## src/hw/rtl/acht_pkg.sv

```systemverilog
// Shared types and constants for the associative cache hit tracker.
`timescale 1ns / 1ps

package acht_pkg;

  localparam int ENTRIES_DEF   = 256;
  localparam int ADDR_BITS_DEF = 32;

  localparam int ADDR_W  = 32;   // address port width
  localparam int SLOT_W  = 8;    // reported slot index width
  localparam int CNT_W   = 32;   // statistics counter width
  localparam int FILL_W  = 9;    // fill level, 0..256
  localparam int LFSR_W  = 16;
  localparam int SIZE_W  = 4;
  localparam int STEP_W  = 3;    // remainder unit step counter

  localparam logic [LFSR_W-1:0] LFSR_SEED = 16'hACE1;
  localparam logic [LFSR_W-1:0] LFSR_TAPS = 16'hB400;

  localparam logic [SIZE_W-1:0] SIZE_LOG2_RST = 4'd8;
  localparam logic [SIZE_W-1:0] SIZE_LOG2_MAX = 4'd8;

  localparam logic CMD_READ  = 1'b0;
  localparam logic CMD_WRITE = 1'b1;

  typedef enum logic [2:0] {
    ST_IDLE,
    ST_SCAN,
    ST_MOD,
    ST_WRITE,
    ST_OUT
  } acht_state_t;

  // controller -> datapath
  typedef struct packed {
    logic load;          // latch word, bump read/write counter
    logic scan;          // walk the tag store
    logic take_hit;      // record a hit at the compared entry
    logic miss_fill;     // miss into next free entry
    logic miss_replace;  // miss, step LFSR and start victim reduction
    logic mod_step;      // one step of the victim remainder
    logic write;         // store address into the chosen slot
  } acht_cmd_t;

  // datapath -> controller
  typedef struct packed {
    logic hit_found;
    logic scan_done;
    logic has_free;
    logic mod_last;
  } acht_sts_t;

endpackage

```

## src/hw/rtl/acht_ctrl.sv

```systemverilog
// Sequencing state machine for the associative cache hit tracker.
`timescale 1ns / 1ps

module acht_ctrl (
  input  logic              clk,
  input  logic              rst_n,
  input  logic              start,
  input  acht_pkg::acht_sts_t sts,
  output acht_pkg::acht_cmd_t cmd,
  output logic              busy,
  output logic              out_valid
);
  import acht_pkg::*;

  acht_state_t state_r, state_nxt;

  always_ff @(posedge clk) begin
    if (!rst_n) begin
      state_r <= ST_IDLE;
    end else begin
      state_r <= state_nxt;
    end
  end

  always_comb begin
    state_nxt = state_r;
    cmd       = '0;
    busy      = 1'b1;
    out_valid = 1'b0;
    unique case (state_r)
      ST_IDLE: begin
        busy = 1'b0;
        if (start) begin
          cmd.load  = 1'b1;
          state_nxt = ST_SCAN;
        end
      end
      ST_SCAN: begin
        cmd.scan = 1'b1;
        if (sts.hit_found) begin
          cmd.take_hit = 1'b1;
          state_nxt    = ST_OUT;
        end else if (sts.scan_done) begin
          if (sts.has_free) begin
            cmd.miss_fill = 1'b1;
            state_nxt     = ST_WRITE;
          end else begin
            cmd.miss_replace = 1'b1;
            state_nxt        = ST_MOD;
          end
        end
      end
      ST_MOD: begin
        cmd.mod_step = 1'b1;
        if (sts.mod_last) begin
          state_nxt = ST_WRITE;
        end
      end
      ST_WRITE: begin
        cmd.write = 1'b1;
        state_nxt = ST_OUT;
      end
      ST_OUT: begin
        out_valid = 1'b1;
        state_nxt = ST_IDLE;
      end
      default: begin
        state_nxt = ST_IDLE;
      end
    endcase
  end

endmodule

```

## config.mk

```make
export PLATFORM = sky130hd
export DESIGN_NAME = acht_ctrl
export DESIGN_NICKNAME = d
export VERILOG_FILES = /design/src/hw/rtl/acht_pkg.sv /design/src/hw/rtl/acht_ctrl.sv
export SDC_FILE = /design/constraint.sdc
export NUM_CORES = 1
export LEC_CHECK = 0
export ABC_AREA = 1
export ABC_CLOCK_PERIOD_IN_PS = 2250
export BUFFER_PORTS_ARGS = -buffer_cell sky130_fd_sc_hd__buf_4
export CAP_MARGIN = 40
export CORE_AREA = 2 2 39 41
export CTS_CLUSTER_DIAMETER = 40
export DETAILED_ROUTE_END_ITERATION = 7
export DIE_AREA = 0 0 41 43
export PLACE_DENSITY = 0.48
export SLEW_MARGIN = 25
export SYNTH_ARGS = -nofsm -noshare
export SYNTH_HDL_FRONTEND = slang
export SYNTH_SLANG_ARGS = --single-unit
export TNS_END_PERCENT = 30
```

## constraint.sdc

```tcl
create_clock -name clk -period 2.25 [get_ports clk]
set_clock_uncertainty 0.2 [all_clocks]
set_input_delay 0.45 -clock clk [delete_from_list [all_inputs] [get_ports clk]]
set_output_delay 0.45 -clock clk [all_outputs]
set_load 0.01 [all_outputs]
```

# Yosys cells after proc, flatten, opt, wreduce, memory -nomap -nowiden
# Index checks and enable logic that the tools add are counted.
classes:
  add_sub_neg: 0
  multipliers: 0
  div_mod_pow: 0
  n_lt_le_gt_ge: 0
  eq_ne: 7
  n_shift: 0
  mux: 18
  bitwise: 0
  n_reduce_logical: 2
ops:
  columns: ["operator", "n"]
  rows:
  - ["3-bit 2-to-1 mux", 4]
  - ["3-bit one-hot mux with 4 select lines", 1]
  - ["1-bit 2-to-1 mux", 10]
  - ["3-bit by 2-bit == test with 1-bit output (second input constant)", 2]
  - ["2-bit 2-to-1 mux", 2]
  - ["4-bit 2-to-1 mux", 1]
  - ["2-bit inequality test (second input constant)", 2]
  - ["3-bit by 1-bit == test with 1-bit output (second input constant)", 1]
  - ["3-bit == test (second input constant)", 1]
  - ["3-bit zero test", 1]
  - ["3-bit inequality test (second input constant)", 1]
  - ["3-bit AND reduction", 1]
word_totals:
  register_bits: 3
  latch_bits: 0
  ram_bits: 0
  romBits: 0
  input_bits: 7
  out_inout_bits: 9
  elab_cells: 28
  mem_count: 0

# Logic depth before layout (Yosys ltp)
# Gate-level depths: netlist of run 1.
logic_depth:
  ltp_word: 4
  ltp_mapped: 7

# Worst setup path after synthesis of run 1
# Ideal clock, no wire load.
synth_timing:
  kind: "reg2out"
  start: "register state_r[0]"
  end: "output port cmd[2] (netlist name)"
  arrival_time_ns: 0.901
  required_ns: 1.600
  setup_slack_ns: 0.699
  path_stages_with_launch: 5
  path_buffers: 0
  path_cell_list: "dfxtp_1 -> inv_2 -> nor2_1 -> nand3_1 -> nor3_1"
synth_lines:
  columns: ["element", "line", "text"]
  rows:
  - ["start, declared", "acht_ctrl.sv:15", "acht_state_t state_r, state_nxt;"]
  - ["start signal, assigned", "acht_ctrl.sv:21", "state_r <= state_nxt;"]
  - ["end, declared", "acht_ctrl.sv:9", "output acht_pkg::acht_cmd_t cmd,"]

==> results.md, run 1 <==
- Once detail routing completed, the nets flagged for antenna violations numbered 0.
- The share of synthesized area in the top cell type comes to 23.4%.
- The total standard cell area after synthesis is 256 um2.
- Entering global routing, the biggest net connects 7 pins.
- The total count of hold-check failures in the final report came to 0.
- The initial standard-cell utilization of the core is 18.5%.
- The via count of the first global-routing pass is 271.
- Setup repair after global routing left no endpoint under its margin.
- The number of sinks handled by clock tree synthesis is 3.
- The gate count after technology mapping is 46.
- For this design the ratio of total power to cell area is 947 mW/mm2.
- At the pin with the least slew margin, the transition time is 0.214 ns.
- The post-cts resize count is 0.
- Max-cap violations in this run came to 0.
- Dividing the final minimum period by the clock period gives 83.5%.
- IR analysis of the VDD net gives a maximum drop of 0.324 mV.
- The floorplan step defined a core boundary enclosing 0.00138 mm2.
- Summed over all cells, the static leakage comes to 0.245 nW.
- The max-slew violation count was 0.
- The setup total negative slack is 0 ns.
- The flip-flop count of the largest register after layout is 3.
- The sequential area share after synthesis is 23.4%.
- The tightest slew margin relative to the limit is 85.7%.
- In this run the tool buffered the top-level ports with 15 buffer cells.
- The run finished with clean final reports.
- The floorplan step set the die height to 43 um.
- The setup slack of the critical path after layout is 0.371 ns.
- The floorplan has 14 rows.
- The count of warnings emitted by yosys is 0.
- STA puts the critical path data required time at 1.60 ns.
- The average wire length per cell after detail routing is 7.86 um.
- The number of synthesized register bits is 3.
- The logic depth of the worst register-to-register path is 6.
- The count of nets after finishing is 73.
- The antenna diode instance count is 0.
- The number of nets produced by synthesis is 53.
- The start-to-end type of the worst setup path is reg -> out.
- STA classifies the critical path endpoint as a primary output.
- The detailed router placed 317 vias in this run.
- The area growth from synthesis to layout is 62.0%.
- For this run the aggregate overflow at the end of global routing stands at 0.
- The count of pins on the block boundary is 16.
- Wires add up to 637 um.
- The clock transition at the registers of the reported paths is 0.04 ns.
- The tree is rooted in a clkbuf_4.
- In this run the number of H-tree levels came out at 1.
- The wire length of the first global-routing pass is 979 um.
- The detailed router's first-iteration violation count is 5.
- In the post-synthesis netlist, the biggest area contributors are dfxtp_1 (23%), nor2_1 (18%), inv_1 (13%).
- The later pin in the worst-skew pair is clocked with a latency of 0.23 ns.
- The peak per-stage delay on the critical path is 0.41 ns.
- The number of antenna violations at the first check in global routing is 0.
- The total clock buffers created by CTS is 3.
- The number of unique standard cell types used by synthesis is 11.
- The global-route usage over all layers is 8.63%.
- The mean instance size in the synthesized netlist is 5.58 um2.
- The wire-length estimate of the detail-placed layout is 550 um.
- In the routed layout, each cell is associated on average with a via count of 3.91.
- The clock passes through at most 2 buffers.
- The number of stages on the worst hold path is 2.
- The routability-driven placement congestion ratio is 0.782.
- Walking the worst path, the cells encountered are inv_2, nor2_1, nand3_1, nor3_1, buf_4.
- The class of the worst hold path is in -> reg.
- The fraction of final layout cells with drive strength greater than 1 is 38.5%.
- The maximum fanout encountered on the critical timing path is 4.
- The largest individual stage delay along the critical path comes from the cell dfxtp_1.
- Setup violations remaining at the end of the flow were counted as 0.
- The maximum clock frequency is 532 MHz.
- The pre-antenna-repair detailed-routing pass consisted of 4 iterations.
- The floorplan step defined a die boundary enclosing 0.00176 mm2.
- In the final layout, the registers with the most flip-flops are state_r: 3 flops.
- The die extent in x is 41 um.
- After layout, the minimum clock period comes to 1.88 ns.
- Buffers inserted to repair hold after CTS numbered 0.
- The design draws 0.393 mW.
- The worst slack at placement is 0.571 ns.
- More flip-flops sit in one register than any other, and that register is state_r.
- After detailed routing, the number of remaining DRC violations is 0.
- TritonCTS built the clock tree.
- STA puts the critical path data arrival time at 1.23 ns.
- After clock tree synthesis, the setup repair step added 0 buffers.
- The post-synthesis cell type with the largest combined area is dfxtp_1.
- STA classifies the critical path startpoint as a flip-flop.
## area by class of cell
type,instances,area [um2]
repair buffers,15,113
multi-input cells,31,151
fillers,170,968
clock buffers,4,26.3
well taps,16,20.0
inverters,12,45.0
flip-flops and latches,3,60.1
## report_power, final
group | total, mW | leakage, nW | switching (mW) | internal (mW)
Sequential | 0.0877 | 0.0247 | 0.0197 | 0.0680
Combinational | 0.212 | 0.205 | 0.118 | 0.0943
Clock | 0.0936 | 0.0150 | 0.0272 | 0.0664
## path summary, 6_finish.rpt
check | start | slack [ns] | end
worst max-delay path | state_r[0]$_SDFFE_PN0P_ | 0.37 | cmd[2]
worst max register to register | state_r[2]$_SDFFE_PN0P_ | 0.99 | state_r[1]$_SDFFE_PN0P_
worst min register to register | state_r[1]$_SDFFE_PN0P_ | 0.35 | state_r[1]$_SDFFE_PN0P_
worst min-delay path | rst_n | 0.25 | state_r[2]$_SDFFE_PN0P_
## stage by stage
step / hold slack, ns / area, um2 / utilization [%] / std cells
floorplan: 0.309 / 256 / - / 46
global placement: 0.352 / 389 / 28.1 / 77
detailed placement: 0.342 / 389 / 28.1 / 77
CTS: 0.242 / 415 / 30.0 / 81
global route: 0.245 / 415 / 30.0 / 81
finish: 0.247 / 415 / 30.0 / 81
## cells by family (layout without fill, tap and decap cells)
logic type             after synthesis  in the layout  share of synthesized area [%]
flip-flops                           3              3                           23.4
buffers and inverters               12             31                           17.6
AO/OA/AOI/OAI                        1              1                           2.93
AND/OR/NAND/NOR                     30             30                           56.1
## layout by cell type, fill, tap and decap left out
cell and n:
nand2_1 6, nor2_2 1, nand3_2 2, nor3_1 2
clkbuf_4 3, dfxtp_1 3, nor3_2 1, clkbuf_1 1
inv_2 3, nand3_1 6, nor2_1 12, inv_1 9
o21a_1 1, buf_4 15
## worst max-delay path: cells and delay by family, from the launching register on
kind / cells / cell delay, ns
DFF: 1 / 0.41
and+or+nand+nor: 3 / 0.39
buffers and inverters: 2 / 0.20
## metal layers
metal	track usage, %	vias to the layer above	wire length, um
met5	0	-	0
met4	10.0	0	0
met3	2.09	0	44
met2	12.5	9	313
met1	8.65	130	278
li1	-	178	-
## synthesized netlist by cell type
cell	instances
nor3_2	1
nand3_2	2
inv_1	9
nand2_1	6
o21a_1	1
nand3_1	6
dfxtp_1	3
nor2_2	1
inv_2	3
nor3_1	2
nor2_1	12
Note: power is estimated with default switching activity, not from simulation.
==> run 2: changes to the inputs <==
--- a/config.mk
+++ b/config.mk
@@ -5,8 +5,8 @@
 export SDC_FILE = /design/constraint.sdc
 export NUM_CORES = 1
 export LEC_CHECK = 0
-export ABC_AREA = 1
-export ABC_CLOCK_PERIOD_IN_PS = 2250
+export ABC_AREA = 0
+export ABC_CLOCK_PERIOD_IN_PS = 1970
 export BUFFER_PORTS_ARGS = -buffer_cell sky130_fd_sc_hd__buf_4
 export CAP_MARGIN = 40
 export CORE_AREA = 2 2 39 41
==> constraint.sdc (replaced) <==
create_clock -name clk -period 1.97 [get_ports clk]
set_clock_uncertainty 0.2 [all_clocks]
set_input_delay 0.394 -clock clk [delete_from_list [all_inputs] [get_ports clk]]
set_output_delay 0.394 -clock clk [all_outputs]
set_load 0.01 [all_outputs]
==> run 2 against run 1 <==
Sequential share of layout area increased by 1.5 points. Area after synthesis decreased by 3.4%. Clock-buffer cell count is the same. Cell area shrank 7.2%. Critical path depth down 2. Critical path type unchanged. Largest power group is now the clock network.
==> results.md, run 2 <==
- The antenna diode instance count is 0.
- For this run, design rule violations remaining after detail routing come to 0.
- The quantity of I/O buffers inserted on ports is 15.
- The number of rows in the core area is 14.
- The pre-antenna-repair detailed-routing pass consisted of 2 iterations.
- The clock reaches the later pin of the worst-skew pair after 0.23 ns.
- The number of unique standard cell types used by synthesis is 19.
- The clock transition at the registers of the reported paths is 0.04 ns.
- The fraction of the mapped netlist area in compound gates is 5.56%.
- Setup violations remaining at the end of the flow were counted as 0.
- In this run the cell area of the synthesized design comes to 248 um2.
- The setup total negative slack is 0 ns.
- The post-cts resize count is 0.
- Using the TritonRoute via totals, the vias-per-cell ratio works out to 3.92.
- The slew at the pin with the worst max-slew slack is 0.302 ns.
- By count the netlist is led by dfxtp_1 (3), nor3b_1 (3), buf_6 (2), nand2b_1 (2), nand3_1 (2).
- The share of total power dissipated in the clock network is 44.6%.
- The number of antenna-violating nets in the routed design is 0.
- The start-to-end type of the worst setup path is reg -> out.
- Compared with the post-synthesis result, the final layout area differs by 55.6%.
- The overall routed net length is 547 um.
- Of the total synthesized cell area, the portion taken by AND, OR, NAND and NOR gates is 55.6%.
- The count of pins on the block boundary is 16.
- Entering global routing, the biggest net connects 11 pins.
- The number of violations of the max-capacitance limit is 0.
- The top cell type by area accounts for 24.2% of the synthesized area.
- The tightest slew margin relative to the limit is 79.8%.
- The main flop type after synthesis is dfxtp_1.
- The die height is 43 um.
- The number of buffers on the longest clock path is 2.
- The initial standard-cell utilization of the core is 17.9%.
- Setup repair after global routing left no endpoint under its margin.
- Global routing finished with a remaining overflow of 0.
- In this run, the combinational gates consume 24.8% of the power.
- The number of synthesized register bits is 3.
- The net switching power of the design is 0.0594 mW.
- The via count of the first global-routing pass is 197.
- In the final routed layout, each cell accounts on average for 9.27 um.
- The mean instance size in the synthesized netlist is 9.53 um2.
- The mux cell area share after synthesis is 4.04%.
- Counting the buffers created by CTS gives 3.
- The fraction of final layout cells with drive strength greater than 1 is 58.1%.
- The number of nets produced by synthesis is 33.
- The count of warnings emitted by yosys is 0.
- The sequential cell fraction of total power is 30.6%.
- Global routing used 4.19% of the available met3 tracks.
- The nature of the critical path startpoint is a flip-flop.
- Of the synthesized area, sequential elements account for 24.2%.
- The total count of hold-check failures in the final report is 0.
- The first routing iteration left 3 violations.
- Once layout is complete, the utilization of the core stands at 27.8%.
- Leaving out fill and tap cells, the most frequent cells in the layout are buf_4 (15), nor3b_1 (3), clkbuf_4 (3).
- The tree is rooted in a clkbuf_4.
- For this design the ratio of total power to cell area is 611 mW/mm2.
- In the global route stage, met1 resource usage came out at 8.63%.
- The most critical setup path has its startpoint at state_r[0]$_SDFFE_PN0P_.
- The final cycle utilization of the critical path is 93.2%.
- The number of antenna violations at the first check in global routing is 0.
- Summing the areas of all fa, ha and maj instances in the mapped netlist gives 0% of the synthesized area.
- The routability-driven placement congestion ratio is 0.738.
- The total internal power is 0.176 mW.
- The total area inside the core boundary comes to 0.00138 mm2.
- The run finished with clean final reports.
- The library cell used most frequently in the layout, excluding fill and tap cells, is buf_4.
- For this run, the post-layout net count is 51.
- The maximum clock frequency is 545 MHz.
- The non-filler instance count after layout is 59.
- Net switching is 25.2% of the power.
- By area the synthesized netlist is led by dfxtp_1 (24%), buf_6 (9.1%), nor3b_1 (9.1%).
- The dominant combinational cell family by area after synthesis is simple AND/OR/NAND/NOR gates.
- Ranked by flip-flop count, first place goes to state_r.
- The path class of the tightest hold or removal check is in -> reg.
- The flip-flop count of the largest register after layout is 3.
- The endpoint kind of the worst setup timing path is a primary output.
- The number of setup buffers added after CTS is 0.
- The global-route usage over all layers is 7.11%.
- The number of hold buffers added after CTS was 0.
- The gate count after technology mapping is 26.
- The final worst hold slack is 0.263 ns.
- The routed via count is 231.
- The maximum fanout encountered on the critical timing path is 10.
- The die extent in x is 41 um.
- The first global-routing pass estimated 786 um of wire.
- After detailed placement, the design holds a cell count of 55.
- The floorplan step defined a die boundary enclosing 0.00176 mm2.
- Data arrives at the worst endpoint at 1.24 ns.
- The post-synthesis cell type with the largest combined area is dfxtp_1.
- The static leakage is 0.175 nW.
- The source of the worst register-to-register timing path is state_r[1]$_SDFFE_PN0P_.
- STA puts the critical path data required time at 1.38 ns.
- The launch instance of the worst min-delay path is rst_n.
- Clock tree synthesis found a total of 3 sinks.
- The worst ir drop on vdd is 0.171 mV.
- Summing the areas of all xor and xnor instances in the mapped netlist gives 0% of the synthesized area.
- Counting flops with a built-in enable in the synthesized netlist gives 0.
- The max-slew violation count was 0.
- TritonCTS built the clock tree.
- The count of H-tree levels built during CTS is 1.
- For this run, asynchronously set or reset flops after synthesis account for 0%.
- The minimum clock period is 1.84 ns.
- The busiest layer in global routing is met1.
- The largest registers in the layout are state_r: 3 flops.
- The met2 layer usage reported by global route is 7.50%.
- The HPWL after detailed placement is 416 um.
-- run 2: cell count changes after synthesis, sizes merged, moves of 2 or more --
cell	previous run	this run
nand2b	0	2
nor3b	0	4
nor3	3	0
a21oi	0	2
buf	0	2
nor2	13	2
nand3	8	2
inv	12	1
nand2	6	0
-- run 2: final timing paths --
check / slack (ns) / depth (start not counted) / endpoint
max reg2reg: 0.75 / 3 / state_r[0]$_SDFFE_PN0P_
min reg2reg: 0.33 / 2 / state_r[0]$_SDFFE_PN0P_
min: 0.26 / 3 / state_r[0]$_SDFFE_PN0P_
max: 0.13 / 3 / cmd[2]
-- run 2: critical path, stage by stage (launching register included) --
cell and delay (ns):
dfxtp_2 0.39, nor3b_4 0.25, and4bb_2 0.25, buf_4 0.11
-- run 2: layer usage --
| layer | wire (um) | share of wire (%) |
|---|---|---|
| met5 | 0 | 0 |
| met2 | 197 | 36 |
| met4 | 0 | 0 |
| met1 | 274 | 50 |
| met3 | 74 | 14 |
-- run 2: through the flow --
stage | total power [mW] | setup slack [ns] | instance area [um2]
finish | 0.235 | 0.134 | 385
global route | 0.255 | 0.0846 | 385
CTS | 0.241 | 0.0310 | 384
detailed placement | 0.131 | 0.300 | 358
global placement | 0.131 | 0.311 | 358
floorplan | 0.107 | 0.430 | 248
-- run 2: cell families after synthesis --
logic type	count (synthesis)
and+or+nand+nor	17
DFF	3
buffers and inverters	3
AOI/OAI and AO/OA	2
muxes	1
-- run 2: layout make-up --
type | instances | area [um2]
Tap cell | 16 | 20.0
Fill cell | 156 | 998
Sequential cell | 3 | 61.3
Timing Repair Buffer | 15 | 113
Clock buffer | 4 | 26.3
Multi-Input combinational cell | 20 | 161
Inverter | 1 | 3.75
-- run 2: power by group through the flow --
stage                     registers (mW)  logic (mW)  clock network (mW)
final                             0.0720      0.0583               0.105
after floorplan                   0.0674      0.0392                   0
after global routing              0.0728      0.0638               0.118
after CTS                         0.0715      0.0589               0.110
after global placement            0.0725      0.0584                   0
after detailed placement          0.0723      0.0586                   0
==> run 3: changes to the inputs <==
--- a/config.mk
+++ b/config.mk
@@ -13,7 +13,7 @@
 export CTS_CLUSTER_DIAMETER = 40
 export DETAILED_ROUTE_END_ITERATION = 7
 export DIE_AREA = 0 0 41 43
-export PLACE_DENSITY = 0.48
+export HOLD_SLACK_MARGIN = 0.02
 export SLEW_MARGIN = 25
 export SYNTH_ARGS = -nofsm -noshare
 export SYNTH_HDL_FRONTEND = slang
==> run 3 against run 2 <==
Cell area did not move. Sequential share of layout area did not move. Largest power group unchanged. Largest cell class unchanged. Wire length fell by 5.5%. Clock power barely moved.
==> results.md, run 3 (same netlist as run 2, synthesis figures left out) <==
- Max-cap violations in this run came to 0.
- The number of antenna-violating nets in the routed design is 0.
- The number of sinks handled by clock tree synthesis is 3.
- Leaving out fill and tap cells, the most frequent cell in the layout is buf_4.
- The antenna diode instance count is 0.
- The detailed router's first-iteration violation count is 0.
- Measured along the y axis, the die boundary spans 43 um.
- Routability-driven placement finished with a final weighted congestion of 0.723.
- The global-route usage over all layers is 7.23%.
- The start-to-end type of the worst setup path is reg -> out.
- The run finished with clean final reports.
- In the routed layout, each cell is associated on average with a via count of 4.07.
- The via count of the first global-routing pass is 200.
- The routed via count is 240.
- Measured along the x axis, the die boundary spans 41 um.
- After routing, the total negative slack on setup checks comes to 0 ns.
- In this run the worst hold path is classified as in -> reg.
- Summed over all nets, the half-perimeter wirelength after detailed placement is 394 um.
- After clock tree synthesis, the clock-pin slew on the worst setup and hold paths is 0.04 ns.
- For this configuration, the core starts out at a cell density of 17.9%.
- CTS placed an instance of clkbuf_4 at the clock tree root.
- The minimum clock period is 1.81 ns.
- Entering global routing, the biggest net connects 11 pins.
- The max-slew violation count is 0.
- The total count of hold-check failures in the final report is 0.
- The register with the most flip-flops in the layout has 3 of them.
- The worst setup path is launched from a flip-flop.
- The power share of the clock group is 45.0%.
- The number of placed cells counting well taps is 55.
- In the final layout, the registers with the most flip-flops are state_r: 3 flops.
- The most flop-heavy register is state_r.
- The number of antenna violations at the first check in global routing came to 0.
- After detailed routing, the total wire length is 517 um.
- The first global-routing pass estimated 855 um of wire.
- The final critical path takes up 92.0% of the cycle.
- After detailed routing, the number of remaining DRC violations is 0.
- The average wire length per cell after detail routing is 8.76 um.
- The fraction of final layout cells with drive strength greater than 1 is 58.1%.
- In this run the post-CTS setup repair buffer count came out at 0.
- After the last flow step, the layout net total stands at 51.
- Setup repair after global routing left no endpoint under its margin.
- The sequential cell fraction of total power is 30.7%.
- The proportion of total power due to net switching is 25.1%.
- Timing would allow up to 552 MHz.
- Buffers placed on the I/O ports in this run total 15.
- The number of buffers on the longest clock path is 2.
- In this run the number of H-tree levels came out at 1.
- Leaving out fill and tap cells, the most frequent cells in the layout are buf_4 (15), nor3b_1 (3), clkbuf_4 (3).
- 16 I/O pins were placed.
- Across the VDD grid, the largest voltage drop is 0.193 mV.
- Combinational cells account for 24.2% of the total power.
- For this design the total switching power over the nets is 0.0591 mW.
- Headroom to the max-slew limit came out at 78.9%.
- Counting the buffers created by CTS gives 3.
- The floorplan step defined a die boundary enclosing 0.00176 mm2.
- The static leakage is 0.175 nW.
- The total global routing overflow is 0.
- The core region area is 0.00138 mm2.
- The critical path required time is 1.38 ns.
- The clock tree from TritonCTS is built.
- The detailed-router iteration count before antenna repair is 1.
- Leaving out filler cells and counting taps, the final layout contains 59.
- The insertion delay of the later-clocked pin in the worst-skew pair is 0.23 ns.
- For the worst setup path, the data arrival time is 1.22 ns.
- Setup violations remaining at the end of the flow were counted as 0.
- The power density over the cells is 610 mW/mm2.
- The total internal power is 0.176 mW.
- After floorplanning, the core was divided into 14 placement rows.
- At the pin with the least slew margin, the transition time is 0.317 ns.
- The endpoint kind of the worst setup timing path is a primary output.
- The maximum fanout encountered on the critical timing path is 8.
- The area growth from synthesis to layout is 55.6%.
-- run 3: cell counts in the layout (fill, tap and decap cells not counted) --
No cell type changed its count.
-- run 3: stage by stage --
step	hold slack, ns	total power, mW	setup WS (ns)	util (%)	area [um2]
final	0.265	0.235	0.157	27.8	385
after global routing	0.272	0.253	0.0831	27.8	385
after CTS	0.258	0.241	0.0435	27.8	384
after detailed placement	0.381	0.130	0.306	25.9	358
after global placement	0.374	0.130	0.319	25.9	358
after floorplan	0.354	0.107	0.430	-	248
-- run 3: worst paths after layout --
path | to | slack (ns) | startpoint | cells after the start
max | cmd[6] | 0.16 | state_r[1]$_SDFFE_PN0P_ | 3
min | state_r[1]$_SDFFE_PN0P_ | 0.27 | sts[2] | 3
max reg2reg | state_r[0]$_SDFFE_PN0P_ | 0.73 | state_r[1]$_SDFFE_PN0P_ | 3
min reg2reg | state_r[1]$_SDFFE_PN0P_ | 0.34 | state_r[0]$_SDFFE_PN0P_ | 2
-- run 3: layout make-up --
type	count	area, um2
Timing Repair Buffer	15	113
Sequential cell	3	61.3
Clock buffer	4	26.3
Inverter	1	3.75
Fill cell	166	998
Tap cell	16	20.0
Multi-Input combinational cell	20	161
-- run 3: worst max-delay path: stages, from the launching register on --
cell and delay (ns):
dfxtp_1 0.39, or3_4 0.41, nor2_2 0.08, buf_4 0.12
-- run 3: power groups by stage --
stage / registers, mW / logic (mW) / clock network [mW]
floorplan: 0.0674 / 0.0392 / 0
global placement: 0.0723 / 0.0577 / 0
detailed placement: 0.0725 / 0.0577 / 0
CTS: 0.0717 / 0.0579 / 0.111
global route: 0.0735 / 0.0642 / 0.115
finish: 0.0723 / 0.0570 / 0.106
-- run 3: repair_timing --
action / CTS / global route
endpoints found under the setup margin: 0 / 2
gates resized for setup: 0 / 1
hold buffers: 0 / 0
-- run 3: layer usage --
layer / GRT usage, % / vias up / wire [um]
met3: 1.57 / 0 / 54
met2: 8.44 / 11 / 220
li1: - / 124 / -
met5: 0 / - / 0
met4: 6.00 / 0 / 0
met1: 10.6 / 105 / 243
